`src/hdl/gta_pkg.sv`:
```
`timescale 1ns / 1ps
// ----------------------------------------------------------------------------
// gta_pkg
// Shared types and constants for the greedy track association block.
// ----------------------------------------------------------------------------
package gta_pkg;

  localparam int MaxTracksDef = 16;
  localparam int MaxDetsDef   = 16;

  localparam int PosW     = 16;
  localparam int MotW     = 17;
  localparam int IdW      = 16;
  localparam int TimeW    = 32;
  localparam int LimW     = 16;
  localparam int LimSqW   = 32;
  localparam int LiveOutW = 5;
  localparam int DiffW    = 19;   // predicted minus detection, signed
  localparam int ProdW    = 2 * DiffW;
  localparam int SqW      = 35;   // one squared axis difference
  localparam int DistW    = 36;   // sum of two squares

  localparam int CmdQDepth = 4;
  localparam int ResQDepth = 2;

  typedef enum logic {
    CMD_ADD   = 1'b0,
    CMD_CLOSE = 1'b1
  } cmd_kind_t;

  typedef enum logic [1:0] {
    EV_MATCH   = 2'd0,
    EV_NEW     = 2'd1,
    EV_REMOVE  = 2'd2,
    EV_SUMMARY = 2'd3
  } event_kind_t;

  typedef enum logic [3:0] {
    ST_IDLE,
    ST_INIT,
    ST_SCAN,
    ST_PICK,
    ST_MEMIT,
    ST_NWALK,
    ST_NEMIT,
    ST_CWR,
    ST_RSCAN,
    ST_RPICK,
    ST_REMIT,
    ST_SUM
  } eng_state_t;

  typedef struct packed {
    cmd_kind_t          kind;
    logic [PosW-1:0]    x;
    logic [PosW-1:0]    y;
    logic [TimeW-1:0]   ftime;
  } cmd_t;

  typedef struct packed {
    event_kind_t          kind;
    logic [IdW-1:0]       id;
    logic [PosW-1:0]      lx;
    logic [PosW-1:0]      ly;
    logic [PosW-1:0]      cx;
    logic [PosW-1:0]      cy;
    logic [TimeW-1:0]     life;
    logic [LiveOutW-1:0]  live;
    logic                 ovf;
    logic                 last;
  } result_t;

  typedef struct packed {
    logic [IdW-1:0]          ident;
    logic [PosW-1:0]         pos_x;
    logic [PosW-1:0]         pos_y;
    logic signed [MotW-1:0]  mot_x;
    logic signed [MotW-1:0]  mot_y;
    logic [TimeW-1:0]        birth;
  } track_t;

  typedef struct packed {
    logic [PosW-1:0] x;
    logic [PosW-1:0] y;
  } det_t;

endpackage

```
`src/hdl/gta_front.sv`:
```
`timescale 1ns / 1ps
// ----------------------------------------------------------------------------
// gta_front
// Accepts input beats, decodes the command and queues them for the engine.
// ----------------------------------------------------------------------------
module gta_front
  import gta_pkg::*;
(
  input  logic             clk,
  input  logic             rst,
  input  logic             push,
  output logic             full,
  input  logic             command,
  input  logic [PosW-1:0]  center_x,
  input  logic [PosW-1:0]  center_y,
  input  logic [TimeW-1:0] frame_time,
  output logic             cmd_valid,
  output cmd_t             cmd,
  input  logic             cmd_take
);

  localparam int QAW = $clog2(CmdQDepth);
  localparam int QCW = $clog2(CmdQDepth + 1);
  localparam logic [QCW-1:0] QCap = QCW'(CmdQDepth);

  cmd_t           q_mem [CmdQDepth];
  logic [QAW-1:0] wr_ptr;
  logic [QAW-1:0] rd_ptr;
  logic [QCW-1:0] count;
  cmd_t           cmd_in;
  logic           do_wr;
  logic           do_rd;

  always_comb begin
    cmd_in.x     = center_x;
    cmd_in.y     = center_y;
    cmd_in.ftime = frame_time;
    unique case (command)
      1'b0:    cmd_in.kind = CMD_ADD;
      1'b1:    cmd_in.kind = CMD_CLOSE;
      default: cmd_in.kind = CMD_ADD;
    endcase
  end

  assign full      = (count == QCap);
  assign cmd_valid = (count != '0);
  assign cmd       = q_mem[rd_ptr];
  assign do_wr     = push && !full;
  assign do_rd     = cmd_take && cmd_valid;

  always_ff @(posedge clk) begin
    if (do_wr) begin
      q_mem[wr_ptr] <= cmd_in;
    end
    if (rst) begin
      wr_ptr <= '0;
      rd_ptr <= '0;
      count  <= '0;
    end else begin
      if (do_wr) wr_ptr <= wr_ptr + 1'b1;
      if (do_rd) rd_ptr <= rd_ptr + 1'b1;
      if (do_wr && !do_rd) begin
        count <= count + 1'b1;
      end else if (do_rd && !do_wr) begin
        count <= count - 1'b1;
      end
    end
  end

endmodule

```
`config.mk`:
```
export PLATFORM = sky130hd
export DESIGN_NAME = gta_front
export DESIGN_NICKNAME = d
export VERILOG_FILES = /design/src/hdl/gta_pkg.sv /design/src/hdl/gta_front.sv
export SDC_FILE = /design/constraint.sdc
export NUM_CORES = 1
export LEC_CHECK = 0
export BUFFER_PORTS_ARGS = -buffer_cell sky130_fd_sc_hd__buf_4
export CAP_MARGIN = 10
export CORE_MARGIN = 10
export CORE_UTILIZATION = 58
export CTS_BUF_LIST = sky130_fd_sc_hd__clkbuf_4 sky130_fd_sc_hd__clkbuf_8
export CTS_CLUSTER_DIAMETER = 30
export DETAILED_ROUTE_END_ITERATION = 6
export GPL_TIMING_DRIVEN = 0
export PLACE_DENSITY = 0.86
export SLEW_MARGIN = 20
export SYNTH_ARGS = -nofsm -noshare
export SYNTH_HDL_FRONTEND = slang
export SYNTH_SLANG_ARGS = --single-unit
```
`constraint.sdc`:
```
create_clock -name clk -period 4.2 [get_ports clk]
set_clock_uncertainty 0.2 [all_clocks]
set_input_delay 0.63 -clock clk [delete_from_list [all_inputs] [get_ports clk]]
set_output_delay 0.63 -clock clk [all_outputs]
set_load 0.03 [all_outputs]
```
### After elaboration in Yosys (flattened, before gate mapping)

Memory sizes are Yosys's and may differ from the RTL's. A register that Yosys moved wholly into a read port is not among the register bits.
Cells that the tools add are included.

* bits in registers: 7
* bits in writable memories: 260
* bits of input ports: 69
* output and inout port bits: 67
* logic and storage cells: 26
* memories kept: 1

Memories
* q_mem: words 4, bits a word 65, read ports 1, clocked after Yosys merged registers in 1, wr ports 1, line gta_front.sv:26 `cmd_t q_mem [CmdQDepth];`

* $add $sub $neg: 4
* eq/ne operators: 1
* multiplexer cells: 7
* bitwise gates (word level): 1
* reduce and logical (&&, ||, !) cells: 9

Operators with widths (number)
* 3-bit two-way mux: 2
* 2-bit by 1-bit adder with 2-bit output, second input constant: 2
* 1-bit logical AND: 4
* 2-bit two-way mux: 2
* 3-bit by 1-bit adder with 3-bit output, second input constant: 1
* 3-bit == test, second input constant: 1
* 1-bit zero test: 3
* 3-bit nonzero test: 1
* 3-bit by 1-bit subtractor with 3-bit output, second input constant: 1
* 1-bit two-way mux: 2
* 1-bit case mux with 2 select lines: 1
* 2-bit nonzero test: 1
* 1-bit inverter: 1

### Longest topological paths before layout

* depth after elaboration: 7
* gate-level depth with buffers: 8
* mapped depth without buffers: 8

### Worst setup path after synthesis

OpenSTA, ideal clock, no wires.

* path type: in2reg
* from: in push
* to: mem q_mem[0][0] (netlist bit) (enable)
* library setup time: 0.430 ns
* arrival time: 2.497 ns
* path slack: 1.073 ns
* cell stages on the path: 3
* path buffers: 0
* path through: inv_1 nor2_1 and2_1

* cells in the longest elaborated chain, start to end: 3

Ends and longest elaborated chain
* start, declared: line gta_front.sv:11 `input logic push,`
* 1-bit logical AND: line gta_front.sv:48 `assign do_wr = push && !full;`
* net do_wr: line gta_front.sv:31 `logic do_wr;`
* 1-bit two-way mux: line gta_front.sv:52 `if (do_wr) begin`
* 1-bit two-way mux (implied by the code): line gta_front.sv:53 `q_mem[wr_ptr] <= cmd_in;`
* end, declared: line gta_front.sv:26

The timed path passes the listed nets, and every way through them passes these cells.

==> results_dict.tcl <==
set metrics [dict create \
    status "finished, final reports clean" \
    max_stage_delay_ns 0.39 \
    yosys_register_bits 269 \
    cp.arrival_ns 2.05 \
    utilization_pct 73.0 \
    vdd_drop_max_mv 0.450 \
    use_met1_pct 19.4 \
    place_congestion 0.769 \
    worst-path-buf-inv 3 \
    cp-end-kind "output port" \
    die_width_um 151 \
    period_needed_ns 2.88 \
    core_area_um2 16600 \
    yosysUniqueCellTypes 22 \
    cp.required_ns 3.37 \
    min_period_over_period_pct 68.5 \
    cp_cell_sequence "buf_2 > buf_2 > mux4_2 > buf_4" \
    layout-drive-gt1-share_pct 48.8 \
    rr_worst_depth 8 \
    start_util_pct 59.4 \
    dr.pass1.iters 4 \
    yosysTopAreaCellShare_pct 79.0 \
    cts.hold.buffers_added 0 \
    synth_warnings 0 \
    cts_sinks 269 \
    max_freq_ghz 0.347 \
    groute.usage.overall_pct 17.0 \
    cts_buffers 45 \
    routed_wl_mm 18.8 \
    synthToLayoutAreaGrowth_pct 22.9 \
    cellPowerDensity_nw_per_um2 649 \
    clockBufferDepth 3 \
    grt_busiest_layer "met2" \
    critPathKind "reg2out" \
    cpMaxStageDelayCell "mux4_2" \
    io_buffers 134 \
    die_y_um 151 \
    avgSynthCellArea_um2 25.6 \
    drt_iter0_drc 235 \
    worstSetupEndpoint "cmd[23]" \
    holdWs_ns 0.0905 \
    tightest_slew_ns 0.665 \
    r2r-end "count[2]" \
    cts_root_buf "clkbuf_8" \
    worst_setup_path_start_kind "flip-flop" \
    clkSlewWorstSetupHoldPaths_ns 0.06 \
    finalHoldViolCount 0 \
    reg2reg_slack_ns 1.56 \
    postCtsSetupRepairBufs 0 \
    fp.dieArea_um2 22700 \
    worstSkewPairLatency_ns 0.53 \
    setup_viol 0 \
    crit_family "buffers and inverters" \
    dp_hpwl_mm 11.9 \
    grt_pass1_wl_mm 29.4 \
    maxCapViolations 0 \
    timing.slew.headroom_pct 55.6 \
    syn_inst 387 \
    leakagePower_uw 0.00417 \
    grt_pass1_vias 5242 \
    cts-resized-gates 0 \
    final_nets 647 \
    io_pins 136 \
    use_met3_pct 4.98 \
    synth_area_um2 9890 \
    grt-ovfl-total 0 \
    grt_use_met2_pct 29.8 \
    ys_seq_area_share_pct 80.8 \
    rsz0062_at_grt "no" \
    vias 4637 \
    hold_path.class "in2reg" \
    cp_common_cell "buf_2" \
    fp-row-count 47 \
    synthTopCellsByArea "edfxtp_1 79%, mux4_2 15%, dfxtp_1 1.8%" \
    grt_max_degree 40 \
    drv_slew 0 \
    cts_tree "done" \
    rr_startpoint "count[0]" \
    critical_path.max_fanout 10 \
    num_antenna_cells 0 \
    antenna_found_initial 1 \
    cp.depth 4 \
    drc 0 \
    routed_via_density 5.64 \
    yosysTopAreaCell "edfxtp_1" \
    drtAntennaViolNets 0 \
    syn_nets 462 \
    wl_per_cell_um 22.9 \
    htreeDepth 2 \
]
-- stage by stage --
stage	total power, µW	area, µm²	std cells	setup TNS [ns]	worst slack (ns)
6_report	7890	12100	822	0	1.32
2_1_floorplan	4960	9890	387	0	1.07
5_1_grt	8230	12100	822	0	1.23
4_1_cts	8000	12100	822	0	1.27
3_5_place_dp	5790	11300	745	0	1.39
3_3_place_gp	5710	11200	741	-33.62	-0.146
-- worst register-to-register path, cell delays in order, from the launching register on --
cell and delay (ns):
dfxtp_1 0.47, nor3b_2 0.12, nor2_1 0.37, ha_1 0.27, inv_1 0.07, fa_1 0.40, xor2_1 0.20, or3_1 0.33
a21oi_1 0.14
-- cell type report --
class	instances	area [µm²]
flip-flops and latches	269	7990
fillers	903	4490
multi-input cells	99	1740
repair buffers	138	1110
clock buffers	58	717
well taps	220	275
plain buffers	15	156
clock inverters	19	150
inverters	4	15.0
-- sequential cells by signal (all words and copies together) (netlist names), named ones only --
signal  count
rd_ptr      2
count       3
wr_ptr      2
q_mem     260
-- report_power, final --
| part | switching, µW | internal, µW |
|---|---|---|
| registers | 78.1 | 3230 |
| logic | 1350 | 1050 |
| clock network | 948 | 1240 |
| total | 2370 | 5510 |
-- cells by family (layout without fill, tap and decap cells) --
kind of cell	after synthesis	after routing	share of synthesized area [%]
multiplexers	67	67	15.0
flip-flops	269	269	80.8
adder cells (fa/ha/maj)	6	6	0.835
XOR/XNOR	4	4	0.354
buffers and inverters	19	234	1.73
AND/OR/NAND/NOR	16	16	0.924
AO/OA/AOI/OAI	6	6	0.367
-- worst min path at each step --
stage | depth (start not counted) | slack (ns) | end | from
floorplan | 2 | 0.28 | wr_ptr[1] | wr_ptr[1]
global placement | 2 | 0.30 | count[2] | count[2]
detailed placement | 2 | 0.34 | flip-flop | rd_ptr[1]
CTS | 1 | 0.06 | q_mem[2][36] | center_y[4]
global route | 1 | 0.06 | q_mem[3][36] | center_y[4]
finish | 1 | 0.09 | q_mem[1][34] | center_y[2]
-- cells in the final DEF, fill, tap and decap left out, types with 5 or more instances in the layout --
master,instances
buf_4,135
ha_1,5
clkbuf_4,13
mux4_2,65
clkinv_2,9
dfxtp_1,9
buf_12,6
clkbuf_8,45
edfxtp_1,260
buf_2,6
nor2_1,6
-- layer usage --
metal	share of wire, %	wire [µm]
met2	53	10000
met3	7.7	1440
met1	37	6880
met5	0.069	13
met4	2.2	411
-- cells in the mapped netlist (all sizes together) --
cell type  count
o311ai         1
ha             5
nor2           6
nor3b          1
a21oi          2
inv            4
or3            3
clkbuf         2
fa             1
and2           4
mux4          65
o21ai          2
dfxtp          9
nand2b         2
xor2           4
o31ai          1
mux2i          2
edfxtp       260
buf           13
No activity file was read; power rests on OpenSTA's default activity.
