[config.mk]
export PLATFORM = sky130hd
export DESIGN_NAME = gta_result_q
export DESIGN_NICKNAME = d
export VERILOG_FILES = /design/src/hdl/gta_pkg.sv /design/src/hdl/gta_result_q.sv
export SDC_FILE = /design/constraint.sdc
export NUM_CORES = 1
export LEC_CHECK = 0
export BUFFER_PORTS_ARGS = -buffer_cell sky130_fd_sc_hd__buf_2
export CELL_PAD_IN_SITES_DETAIL_PLACEMENT = 0
export CELL_PAD_IN_SITES_GLOBAL_PLACEMENT = 1
export CORE_UTILIZATION = 47
export DETAILED_ROUTE_END_ITERATION = 7
export PLACE_DENSITY_LB_ADDON = 0.1
export SETUP_SLACK_MARGIN = 0.15
export SLEW_MARGIN = 5
export SYNTH_ARGS = -nofsm -noshare
export SYNTH_HDL_FRONTEND = slang
export SYNTH_SLANG_ARGS = --single-unit
[constraint.sdc]
create_clock -name clk -period 9.6 [get_ports clk]
set_input_delay 1.92 -clock clk [delete_from_list [all_inputs] [get_ports clk]]
set_output_delay 1.92 -clock clk [all_outputs]
set_load 0.1 [all_outputs]
[src/hdl/gta_pkg.sv]
`timescale 1ns / 1ps
// ----------------------------------------------------------------------------
// gta_pkg
// Shared types and constants for the greedy track association block.
// ----------------------------------------------------------------------------
package gta_pkg;

  localparam int MaxTracksDef = 16;
  localparam int MaxDetsDef   = 16;

  localparam int PosW     = 16;
  localparam int MotW     = 17;
  localparam int IdW      = 16;
  localparam int TimeW    = 32;
  localparam int LimW     = 16;
  localparam int LimSqW   = 32;
  localparam int LiveOutW = 5;
  localparam int DiffW    = 19;   // predicted minus detection, signed
  localparam int ProdW    = 2 * DiffW;
  localparam int SqW      = 35;   // one squared axis difference
  localparam int DistW    = 36;   // sum of two squares

  localparam int CmdQDepth = 4;
  localparam int ResQDepth = 2;

  typedef enum logic {
    CMD_ADD   = 1'b0,
    CMD_CLOSE = 1'b1
  } cmd_kind_t;

  typedef enum logic [1:0] {
    EV_MATCH   = 2'd0,
    EV_NEW     = 2'd1,
    EV_REMOVE  = 2'd2,
    EV_SUMMARY = 2'd3
  } event_kind_t;

  typedef enum logic [3:0] {
    ST_IDLE,
    ST_INIT,
    ST_SCAN,
    ST_PICK,
    ST_MEMIT,
    ST_NWALK,
    ST_NEMIT,
    ST_CWR,
    ST_RSCAN,
    ST_RPICK,
    ST_REMIT,
    ST_SUM
  } eng_state_t;

  typedef struct packed {
    cmd_kind_t          kind;
    logic [PosW-1:0]    x;
    logic [PosW-1:0]    y;
    logic [TimeW-1:0]   ftime;
  } cmd_t;

  typedef struct packed {
    event_kind_t          kind;
    logic [IdW-1:0]       id;
    logic [PosW-1:0]      lx;
    logic [PosW-1:0]      ly;
    logic [PosW-1:0]      cx;
    logic [PosW-1:0]      cy;
    logic [TimeW-1:0]     life;
    logic [LiveOutW-1:0]  live;
    logic                 ovf;
    logic                 last;
  } result_t;

  typedef struct packed {
    logic [IdW-1:0]          ident;
    logic [PosW-1:0]         pos_x;
    logic [PosW-1:0]         pos_y;
    logic signed [MotW-1:0]  mot_x;
    logic signed [MotW-1:0]  mot_y;
    logic [TimeW-1:0]        birth;
  } track_t;

  typedef struct packed {
    logic [PosW-1:0] x;
    logic [PosW-1:0] y;
  } det_t;

endpackage

[src/hdl/gta_result_q.sv]
`timescale 1ns / 1ps
// ----------------------------------------------------------------------------
// gta_result_q
// Short result queue that decouples the engine from the consumer.
// ----------------------------------------------------------------------------
module gta_result_q
  import gta_pkg::*;
(
  input  logic    clk,
  input  logic    rst,
  input  logic    res_push,
  input  result_t res_in,
  output logic    res_full,
  input  logic    pop,
  output logic    empty,
  output result_t head
);

  localparam int QAW = $clog2(ResQDepth);
  localparam int QCW = $clog2(ResQDepth + 1);
  localparam logic [QCW-1:0] QCap = QCW'(ResQDepth);

  result_t        q_mem [ResQDepth];
  logic [QAW-1:0] wr_ptr;
  logic [QAW-1:0] rd_ptr;
  logic [QCW-1:0] count;
  logic           do_wr;
  logic           do_rd;

  assign res_full = (count == QCap);
  assign empty    = (count == '0);
  assign head     = q_mem[rd_ptr];
  assign do_wr    = res_push && !res_full;
  assign do_rd    = pop && !empty;

  always_ff @(posedge clk) begin
    if (do_wr) begin
      q_mem[wr_ptr] <= res_in;
    end
    if (rst) begin
      wr_ptr <= '0;
      rd_ptr <= '0;
      count  <= '0;
    end else begin
      if (do_wr) wr_ptr <= wr_ptr + 1'b1;
      if (do_rd) rd_ptr <= rd_ptr + 1'b1;
      if (do_wr && !do_rd) begin
        count <= count + 1'b1;
      end else if (do_rd && !do_wr) begin
        count <= count - 1'b1;
      end
    end
  end

endmodule

### After elaboration in Yosys (flattened, before gate mapping)

Memories as Yosys holds them, arrays and structs flattened. A register that Yosys moved wholly into a read port is not among the register bits.
Index checks and enable logic that the tools add are counted.

* output and inout bits: 123
* word-level logic and storage cells: 25
* input port bits: 125
* memories: 1
* RAM bits: 242
* bits in registers: 4

* add/subtract/negate cells: 4
* muxes and demuxes: 6
* reduce and logical (&&, ||, !) cells: 10
* equal/unequal tests: 1

Memories
* q_mem: depth 2, bits a word 121, read ports 1, clocked after memory_dff 1, write ports 1, line gta_result_q.sv:23 `result_t q_mem [ResQDepth];`

Operator list (count)
* $logic_and A1 B1 Y1: 4
* $logic_not A1 Y1: 4
* $mux W1: 4
* $mux W2: 2
* $add A1 B1 Y1 const B: 2
* $add A2 B1 Y2 const B: 1
* $eq A2 B2 Y1 const B: 1
* $logic_not A2 Y1: 1
* $reduce_bool A2 Y1: 1
* $sub A2 B1 Y2 const B: 1

### Logic depth before layout (Yosys ltp)

Gate-level depths: netlist of run 1.

* depth in word-level cells: 7
* gate-level depth with buffers: 6
* gate-level depth less buffers: 6

### Least setup slack after synthesis of run 1

No wires, ideal clock.

* kind: input to register
* start: input port res_push
* end: memory q_mem[1][0] (netlist name), enable pin
* required time: 9105 ps
* library setup time: 495 ps
* slack: 4198 ps
* stages: 3
* buffers on the path: 0
* data arrival time: 4907 ps
* cells stage by stage: inv_1 > nor2_1 > and2_1

* word-level cells in the longest chain between the ends: 3

Ends and longest elaborated chain
* from (decl): line gta_result_q.sv:11 `input logic res_push,`
* $logic_and A1 B1 Y1: line gta_result_q.sv:33 `assign do_wr = res_push && !res_full;`
* net do_wr: line gta_result_q.sv:27 `logic do_wr;`
* $mux W1: line gta_result_q.sv:37 `if (do_wr) begin`
* $mux W1 (not written as such): line gta_result_q.sv:38 `q_mem[wr_ptr] <= res_in;`
* to (decl): line gta_result_q.sv:23

The timed path passes the listed nets, and every way through them passes these cells.

==> results of run 1 <==
## cells by family (layout without fill, tap and decap cells)
family | count (synthesis) | in the layout | synth area share
multiplexers | 121 | 121 | 0.152
adder cells (fa/ha/maj) | 1 | 1 | 0.00139
AO/OA/AOI/OAI | 5 | 5 | 0.00279
AND/OR/NAND/NOR | 9 | 9 | 0.00516
XOR/XNOR | 3 | 3 | 0.00293
flip-flops | 247 | 247 | 0.821
other | 0 | 1 | 0
buffers and inverters | 15 | 297 | 0.0146
## layout make-up
cell class,instances,area share
Antenna cell,1,0.000223
Clock buffer,33,0.0621
Clock inverter,12,0.0115
Inverter,2,0.000891
Multi-Input combinational cell,139,0.131
Sequential cell,247,0.656
Tap cell,234,0.0261
Timing Repair Buffer,250,0.112
## how the worst min path moves through the flow
stage                     endpoint  slack (ns)  cells after the start
after floorplan             wr_ptr        0.45                      2
after global placement      wr_ptr        0.48                      2
after detailed placement    rd_ptr        0.50                      2
after CTS                   rd_ptr        0.51                      2
after global routing        wr_ptr        0.53                      2
final                       rd_ptr        0.51                      2
## worst min-delay path, cell delays in order, from the launching register on
cell and delay (ns):
dfxtp_1 0.32, xor2_1 0.08, nor2_1 0.07
## synthesized netlist by cell type
cell type / number / area, um2
ha_1: 1 / 12.5
nor2b_2: 1 / 8.76
buf_2: 3 / 15.0
o21ai_0: 3 / 15.0
and2_1: 1 / 6.26
mux2_2: 121 / 1360
inv_1: 2 / 7.51
edfxtp_1: 242 / 7270
buf_6: 9 / 101
nor2_1: 5 / 18.8
or3_1: 2 / 12.5
buf_4: 1 / 7.51
a21oi_1: 2 / 10.0
xor2_1: 3 / 26.3
dfxtp_1: 5 / 100
## flip-flops by register name (all words and copies together), names as in the netlist, named ones only
register / flops
q_mem: 242
count: 2
rd_ptr: 1
wr_ptr: 1
## stage by stage
stage | area (um2) | setup slack (ns) | hold slack, ns
floorplan | 8970 | 4.20 | 0.452
global route | 11200 | 4.52 | 0.532
finish | 11200 | 4.73 | 0.510
global placement | 10400 | 5.23 | 0.476
detailed placement | 10400 | 5.19 | 0.501
CTS | 11200 | 4.64 | 0.513
## layout by cell type (no fill, tap or decap), types with 2 or more instances in the layout
master / Yosys / final
buf_2: 3 / 247
edfxtp_1: 242 / 242
mux2_2: 121 / 121
clkbuf_16: 0 / 27
clkbuf_1: 0 / 6
nor2_1: 5 / 5
clkinv_1: 0 / 5
clkinv_2: 0 / 4
dfxtp_1: 5 / 4
o21ai_0: 3 / 3
xor2_1: 3 / 3
bufinv_16: 0 / 3
buf_4: 1 / 3
or3_1: 2 / 2
a21oi_1: 2 / 2
## routing by layer
| metal | vias to the layer above | global-route usage | wire (um) |
|---|---|---|---|
| li1 | 2128 | - | - |
| met1 | 2226 | 0.200 | 6430 |
| met2 | 161 | 0.305 | 8770 |
| met3 | 25 | 0.0568 | 1410 |
| met4 | 2 | 0.0416 | 262 |
| met5 | - | 0 | 11 |
==> metrics.md, run 1 <==
| Metric | Value |
|---|---|
| Worst path depth | `3` |
| Post-Place Cells | `872` |
| Family with the most delay on the worst path | `buffers and inverters` |
| Area of the multi-input gates | `1480 um2` |
| Grt ovf | `0` |
| Drt initial violations | `245` |
| Crit-path slowest cell | `buf_4` |
| Initial antenna violation count | `2` |
| Worst hold start | `rd_ptr` |
| DRC Markers | `0` |
| Number of cell rows | `50` |
| Clock skew | `0.00831 ns` |
| # nets final | `792` |
| Ys Warns | `0` |
| CTS tree | `yes` |
| Clock transition at path regs | `0.06 ns` |
| Vias per cell | `4.95` |
| Final Hold Fails | `0` |
| First-pass iteration count of the detailed router | `4` |
| CTS Buffer Depth | `3` |
| Worst Hold Class | `reg -> reg` |
| Final core utilization | `0.601` |
| Setup crit end kind | `output pin` |
| Origin of the critical flop-to-flop path | `count[0]` |
| Total core area | `18700 um2` |
| Die Area | `19600 um2` |
| Final ANT Viol Nets | `0` |
| Final Setup Violations | `0` |
| Fin. max-slew vios | `0` |
| Arrival @ worst endpoint | `2.95 ns` |
| Setup CP Type | `reg -> out` |
| Synthesized net count | `527` |
| First-pass GRT wire length | `25.5 mm` |
| Vias in the first global route | `4789` |
| # port buffers | `247` |
| Fillers | `1449` |
| Worst Path Buf+Inv | `2` |
| WL per Instance | `18.4 um` |
| Die Wd | `140 um` |
| Number of CTS-inserted buffers | `26` |
| Reg2reg end | `q_mem[0][10]` |
| Final std cells w/o fill | `918` |
| Period utilization | `0.508` |
| P&R area growth vs syn | `25.3%` |
| Clk root buf | `clkbuf_16` |
| H-tree lvl count | `1` |
| Slowest cell delay on critical path | `0.95 ns` |
| CTS resizes | `0` |
| Worst-Margin Slew | `1.18 ns` |
| RSZ-0062 raised after global routing | `false` |
| Setup crit start kind | `flop` |
| Fmax | `205 MHz` |
| Worst Reg-to-Reg Cells | `4` |
| R2R setup slack | `6.87 ns` |
| # clock sinks | `247` |
| Clk_lat worst skew | `0.51 ns` |
| Status | `finished, final reports clean` |
| DP HPWL | `10.9 mm` |
| Post-CTS Setup Repair Bufs | `0` |
| Worst Setup EP | `head[35]` |
| Layout cells sized above 1 | `0.599` |
| Max Cap Viol | `0` |
| Syn Std Cell Area | `8970 um2` |
| Largest net degree at the start of global routing | `89` |
| Vias | `4542` |
| Register area | `7370 um2` |
| Tot GR Track Use | `0.171` |
| Post-Syn Instances | `401` |
| Min cycle time layout | `4.87 ns` |
| Seq/Total Area, Yosys | `0.821` |
| Slew HR | `0.214` |
| Count of cell types in the netlist | `15` |
| Cts hold-fix bufs | `0` |
| Routed WL | `16.9 mm` |
| Total I/O pin count | `248` |
| Required time of the critical path | `7.68 ns` |
| RePlAce Congestion | `0.730` |
| Setup TNS | `0 ns` |
| Initial Util | `0.480` |
| Critical path, cell by cell | `buf_4 > mux2_2 > buf_2` |
| Syn Area/Cell | `22.4 um2` |
| Die Y | `140 um` |
| CP max FO | `88` |
| #FFs+latches synth | `247` |
Power of run 1 is left out: the tool's default activity adds up to more than one toggle a clock period on the data nets, which glitch-free logic cannot reach.
==> run 2: changes to the inputs <==
--- a/config.mk
+++ b/config.mk
@@ -8,7 +8,7 @@
 export BUFFER_PORTS_ARGS = -buffer_cell sky130_fd_sc_hd__buf_2
 export CELL_PAD_IN_SITES_DETAIL_PLACEMENT = 0
 export CELL_PAD_IN_SITES_GLOBAL_PLACEMENT = 1
-export CORE_UTILIZATION = 47
+export CORE_UTILIZATION = 44
 export DETAILED_ROUTE_END_ITERATION = 7
 export PLACE_DENSITY_LB_ADDON = 0.1
 export SETUP_SLACK_MARGIN = 0.15
==> constraint.sdc (replaced) <==
create_clock -name clk -period 4.8 [get_ports clk]
set_input_delay 0.96 -clock clk [delete_from_list [all_inputs] [get_ports clk]]
set_output_delay 0.96 -clock clk [all_outputs]
set_load 0.1 [all_outputs]
==> metrics.md, run 2 (synthesis results as in run 1) <==
| Metric | Value |
|---|---|
| Number of cell rows | `51 (+2.0%)` |
| CTS resizes | `0 (unchanged)` |
| Fillers | `1546 (+6.7%)` |
| Layout cells sized above 1 | `0.596 (-0.00265)` |
| Setup crit start kind | `flop` |
| CTS tree | `yes` |
| # port buffers | `247 (unchanged)` |
| CP max FO | `68 (-23%)` |
| First-pass iteration count of the detailed router | `4 (unchanged)` |
| Max Cap Viol | `0 (unchanged)` |
| Largest net degree at the start of global routing | `69 (-22%)` |
| Grt ovf | `0 (unchanged)` |
| Vias per cell | `4.79 (-3.1%)` |
| Final Hold Fails | `0 (unchanged)` |
| Most frequent cells in the layout | `buf_2, edfxtp_1, mux2_2, clkbuf_16, clkinv_1` |
| Die Wd | `145 um (+3.3%)` |
| Regs by FF count | `q_mem x242, count x2` |
| Ant diodes | `0 (-1)` |
| Area of the multi-input gates | `1480 um2 (unchanged)` |
| Setup TNS | `0 ns (unchanged)` |
| CTS Buffer Depth | `3 (unchanged)` |
| Critical path, cell by cell | `buf_12 > mux2_2 > buf_2` |
| Min cycle time layout | `3.50 ns` |
| Routed WL | `17.0 mm (+0.53%)` |
| Total core area | `19700 um2 (+5.4%)` |
| Commonest non-fill, non-tap cell in the layout | `buf_2` |
| Drt initial violations | `141 (-42%)` |
| WL per Instance | `18.0 um (-2.4%)` |
| H-tree lvl count | `1 (unchanged)` |
| Period utilization | `0.730` |
| Final core utilization | `0.570 (-0.0310)` |
| # nets final | `791 (-0.13%)` |
| Die Area | `21000 um2 (+6.7%)` |
| Final Setup Violations | `0 (unchanged)` |
| Worst-Margin Slew | `0.857 ns (-0.321 ns)` |
| Arrival @ worst endpoint | `2.54 ns (-0.41 ns)` |
| Clk root buf | `clkbuf_16` |
| # clock sinks | `247 (unchanged)` |
| Family with the most delay on the worst path | `flip-flops` |
| Number of CTS-inserted buffers | `25 (-3.8%)` |
| Fmax | `285 MHz` |
| Required time of the critical path | `3.84 ns (-3.84 ns)` |
| Initial antenna violation count | `2 (unchanged)` |
| RePlAce Congestion | `0.699 (-4.2%)` |
| Die Y | `145 um (+3.3%)` |
| Worst Path Buf+Inv | `2 (unchanged)` |
| Biggest register | `q_mem` |
| Post-CTS Setup Repair Bufs | `0 (unchanged)` |
| Setup crit end kind | `output pin` |
| Cts hold-fix bufs | `0 (unchanged)` |
| DP HPWL | `11.0 mm (+0.81%)` |
| Setup CP Type | `reg -> out` |
| P&R area growth vs syn | `25.2% (about the same)` |
| Vias in the first global route | `4552 (-4.9%)` |
| Slew HR | `0.429 (+0.214)` |
| Tot GR Track Use | `0.155 (-0.0164)` |
| Fin. max-slew vios | `0 (unchanged)` |
| Final ANT Viol Nets | `0 (unchanged)` |
| Initial Util | `0.455 (-0.0246)` |
| Status | `finished, final reports clean` |
| First-pass GRT wire length | `24.3 mm (-5.0%)` |
| Max reg flops | `242 (unchanged)` |
| Slowest cell delay on critical path | `0.84 ns (-0.11 ns)` |
| Worst Hold Class | `reg -> reg` |
| Clock skew | `0.00882 ns (+0.000508 ns)` |
| Clk_lat worst skew | `0.50 ns (about the same)` |
| RSZ-0062 raised after global routing | `false` |
| Vias | `4536 (-0.13%)` |
| Clock transition at path regs | `0.06 ns (about the same)` |
| Register area | `7370 um2 (unchanged)` |
| DRC Markers | `0 (unchanged)` |
| Crit-path slowest cell | `dfxtp_4` |
| Total I/O pin count | `248 (unchanged)` |
-- run 2: cell count changes in the layout (fill, tap and decap cells not counted) --
cell	previous run	this run
buf_12	0	3
buf_4	3	0
bufinv_16	3	2
clkbuf_1	6	5
clkbuf_16	27	25
clkinv_1	5	7
diode_2	1	0
-- run 2: metrics by stage --
| step | area, um2 | instances | hold slack (ns) | setup WS [ns] |
|---|---|---|---|---|
| floorplan | 8970 | 401 | 0.452 | 0.358 |
| global placement | 10500 | 903 | 0.471 | 1.82 |
| detailed placement | 10500 | 903 | 0.488 | 1.80 |
| CTS | 11200 | 946 | 0.497 | 1.25 |
| global route | 11200 | 946 | 0.547 | 1.17 |
| finish | 11200 | 946 | 0.494 | 1.30 |
-- run 2: tightest hold or removal path: stages (launching register included) --
cell and delay, ns:
dfxtp_1 0.31, o21ai_0 0.07, a21oi_1 0.06
-- run 2: worst paths after layout --
kind                         to  slack [ns]  cells after the start  startpoint
setup / recovery       head[43]        1.30                      3        flop
hold / removal           wr_ptr        0.49                      2      wr_ptr
setup reg to reg  q_mem[0][115]        2.49                      4    count[0]
hold reg to reg          wr_ptr        0.49                      2      wr_ptr
-- run 2: final cells by class --
cell class	count	area share
clock buffer	30	0.0574
multi-input combinational	139	0.131
tap	265	0.0295
clock inverter	13	0.00947
inverter	2	0.000891
timing repair buffer	250	0.115
sequential	247	0.656
-- run 2: layer usage --
metal | vias up | share of wire | GRT usage
met5 | - | 0.00077 | 0
met4 | 2 | 0.022 | 0.0454
met3 | 30 | 0.087 | 0.0510
met2 | 161 | 0.49 | 0.264
met1 | 2217 | 0.40 | 0.188
li1 | 2126 | - | -
Power of run 2 is left out for the same reason.
==> run 3: changes to the inputs <==
==> constraint.sdc (replaced) <==
create_clock -name clk -period 3.4 [get_ports clk]
set_input_delay 0.68 -clock clk [delete_from_list [all_inputs] [get_ports clk]]
set_output_delay 0.68 -clock clk [all_outputs]
set_load 0.1 [all_outputs]
==> metrics.md, run 3 (synthesis results as in run 1) <==
| Metric | Value |
|---|---|
| Worst-Margin Slew | `0.659 ns (-0.198 ns)` |
| Die Area | `21000 um2 (unchanged)` |
| Worst Hold Class | `in -> reg` |
| Number of CTS-inserted buffers | `26 (+4.0%)` |
| Layout cells sized above 1 | `0.600 (+0.00382)` |
| Vias in the first global route | `4757 (+4.5%)` |
| Final ANT Viol Nets | `0 (unchanged)` |
| Most frequent cells in the layout | `buf_2, edfxtp_1, mux2_2, clkbuf_16, clkbuf_1` |
| Initial Util | `0.455 (unchanged)` |
| # port buffers | `247 (unchanged)` |
| Post-Place Cells | `906 (+0.33%)` |
| Max reg flops | `242 (unchanged)` |
| DP HPWL | `11.0 mm (-0.48%)` |
| Required time of the critical path | `2.72 ns (-1.12 ns)` |
| Vias per cell | `4.78 (-0.25%)` |
| P&R area growth vs syn | `26.1%` |
| Status | `finished, final reports clean` |
| Worst Hold Slack | `0.357 ns (-0.136 ns)` |
| Regs by FF count | `q_mem x242, count x2` |
| H-tree lvl count | `1 (unchanged)` |
| Post-CTS Setup Repair Bufs | `0 (unchanged)` |
| Register area | `7370 um2 (about the same)` |
| Clk_lat worst skew | `0.50 ns (about the same)` |
| Drt initial violations | `180 (+28%)` |
| Period utilization | `0.837` |
| Min cycle time layout | `2.85 ns` |
| # clock sinks | `247 (unchanged)` |
| RSZ-0062 raised after global routing | `false` |
| Initial antenna violation count | `1 (-1)` |
| CP max FO | `54 (-21%)` |
| Setup crit start kind | `flop` |
| Area of the multi-input gates | `1490 um2 (+0.68%)` |
| R2R setup slack | `1.35 ns (-1.14 ns)` |
| Routed WL | `17.0 mm (about the same)` |
| Max Cap Viol | `0 (unchanged)` |
| DRC Markers | `0 (unchanged)` |
| Number of cell rows | `51 (unchanged)` |
| CTS Buffer Depth | `3 (unchanged)` |
| Total I/O pin count | `248 (unchanged)` |
| Fmax | `351 MHz` |
| Setup CP Type | `reg -> out` |
| CTS tree | `yes` |
| Fillers | `1551 (+0.32%)` |
| Slew HR | `0.560 (+0.131)` |
| Ant diodes | `0 (unchanged)` |
| Clk root buf | `clkbuf_16` |
| Final Hold Fails | `0 (unchanged)` |
| # nets final | `795 (+0.51%)` |
| Tot GR Track Use | `0.156 (+0.00153)` |
| Largest net degree at the start of global routing | `66 (-4.3%)` |
| Final std cells w/o fill | `950 (+0.42%)` |
| RePlAce Congestion | `0.709 (+1.4%)` |
| Cts hold-fix bufs | `0 (unchanged)` |
| Setup crit end kind | `output pin` |
| Die Wd | `145 um (unchanged)` |
| Clock transition at path regs | `0.06 ns (about the same)` |
| Clock skew | `0.00928 ns (+0.000454 ns)` |
| Biggest register | `q_mem` |
| Arrival @ worst endpoint | `2.17 ns (-0.37 ns)` |
| Fin. max-slew vios | `0 (unchanged)` |
| Final Setup Violations | `0 (unchanged)` |
| CTS resizes | `0 (unchanged)` |
| Total core area | `19700 um2 (unchanged)` |
| First-pass iteration count of the detailed router | `4 (unchanged)` |
| Die Y | `145 um (unchanged)` |
| First-pass GRT wire length | `24.8 mm (+2.1%)` |
| Vias | `4544 (+0.18%)` |
| Setup TNS | `0 ns (unchanged)` |
| Commonest non-fill, non-tap cell in the layout | `buf_2` |
| Grt ovf | `0 (unchanged)` |
| WL per Instance | `17.9 um (-0.47%)` |
==> run 3: routing by layer <==
layer | global-route usage | vias up | part of all wire
met1 | 0.198 | 2218 | 0.41
met4 | 0.0421 | 2 | 0.013
met5 | 0 | - | 0.00077
met3 | 0.0517 | 21 | 0.094
li1 | - | 2130 | -
met2 | 0.258 | 173 | 0.48
==> run 3: path summary, 6_finish.rpt <==
kind | end | cells past startpoint | start
hold / removal | q_mem[1][94] | 1 | res_in[94]
setup reg to reg | q_mem[0][29] | 4 | count[1]
setup / recovery | head[54] | 3 | flop
hold reg to reg | flop | 2 | rd_ptr
==> run 3: through the flow <==
stage / cell area, um2 / worst slack, ns / util
after floorplan: 8990 / 0.0909 / -
after global placement: 10500 / 1.03 / 0.535
after detailed placement: 10500 / 1.01 / 0.535
after CTS: 11300 / 0.495 / 0.574
after global routing: 11300 / 0.435 / 0.574
final: 11300 / 0.554 / 0.574
==> run 3: layout make-up <==
class | count | share of cell area
clock buffers | 36 | 0.0627
repair buffers | 253 | 0.119
clock inverters | 8 | 0.00520
inverters | 2 | 0.000995
well taps | 265 | 0.0293
multi-input cells | 139 | 0.131
flip-flops and latches | 247 | 0.652
==> run 3: worst max-delay path, stage by stage (launching register included) <==
cell and delay, ns:
dfxtp_4 0.60, buf_12 0.34, mux2_2 0.38, buf_2 0.30
Power of run 3 is left out for the same reason.
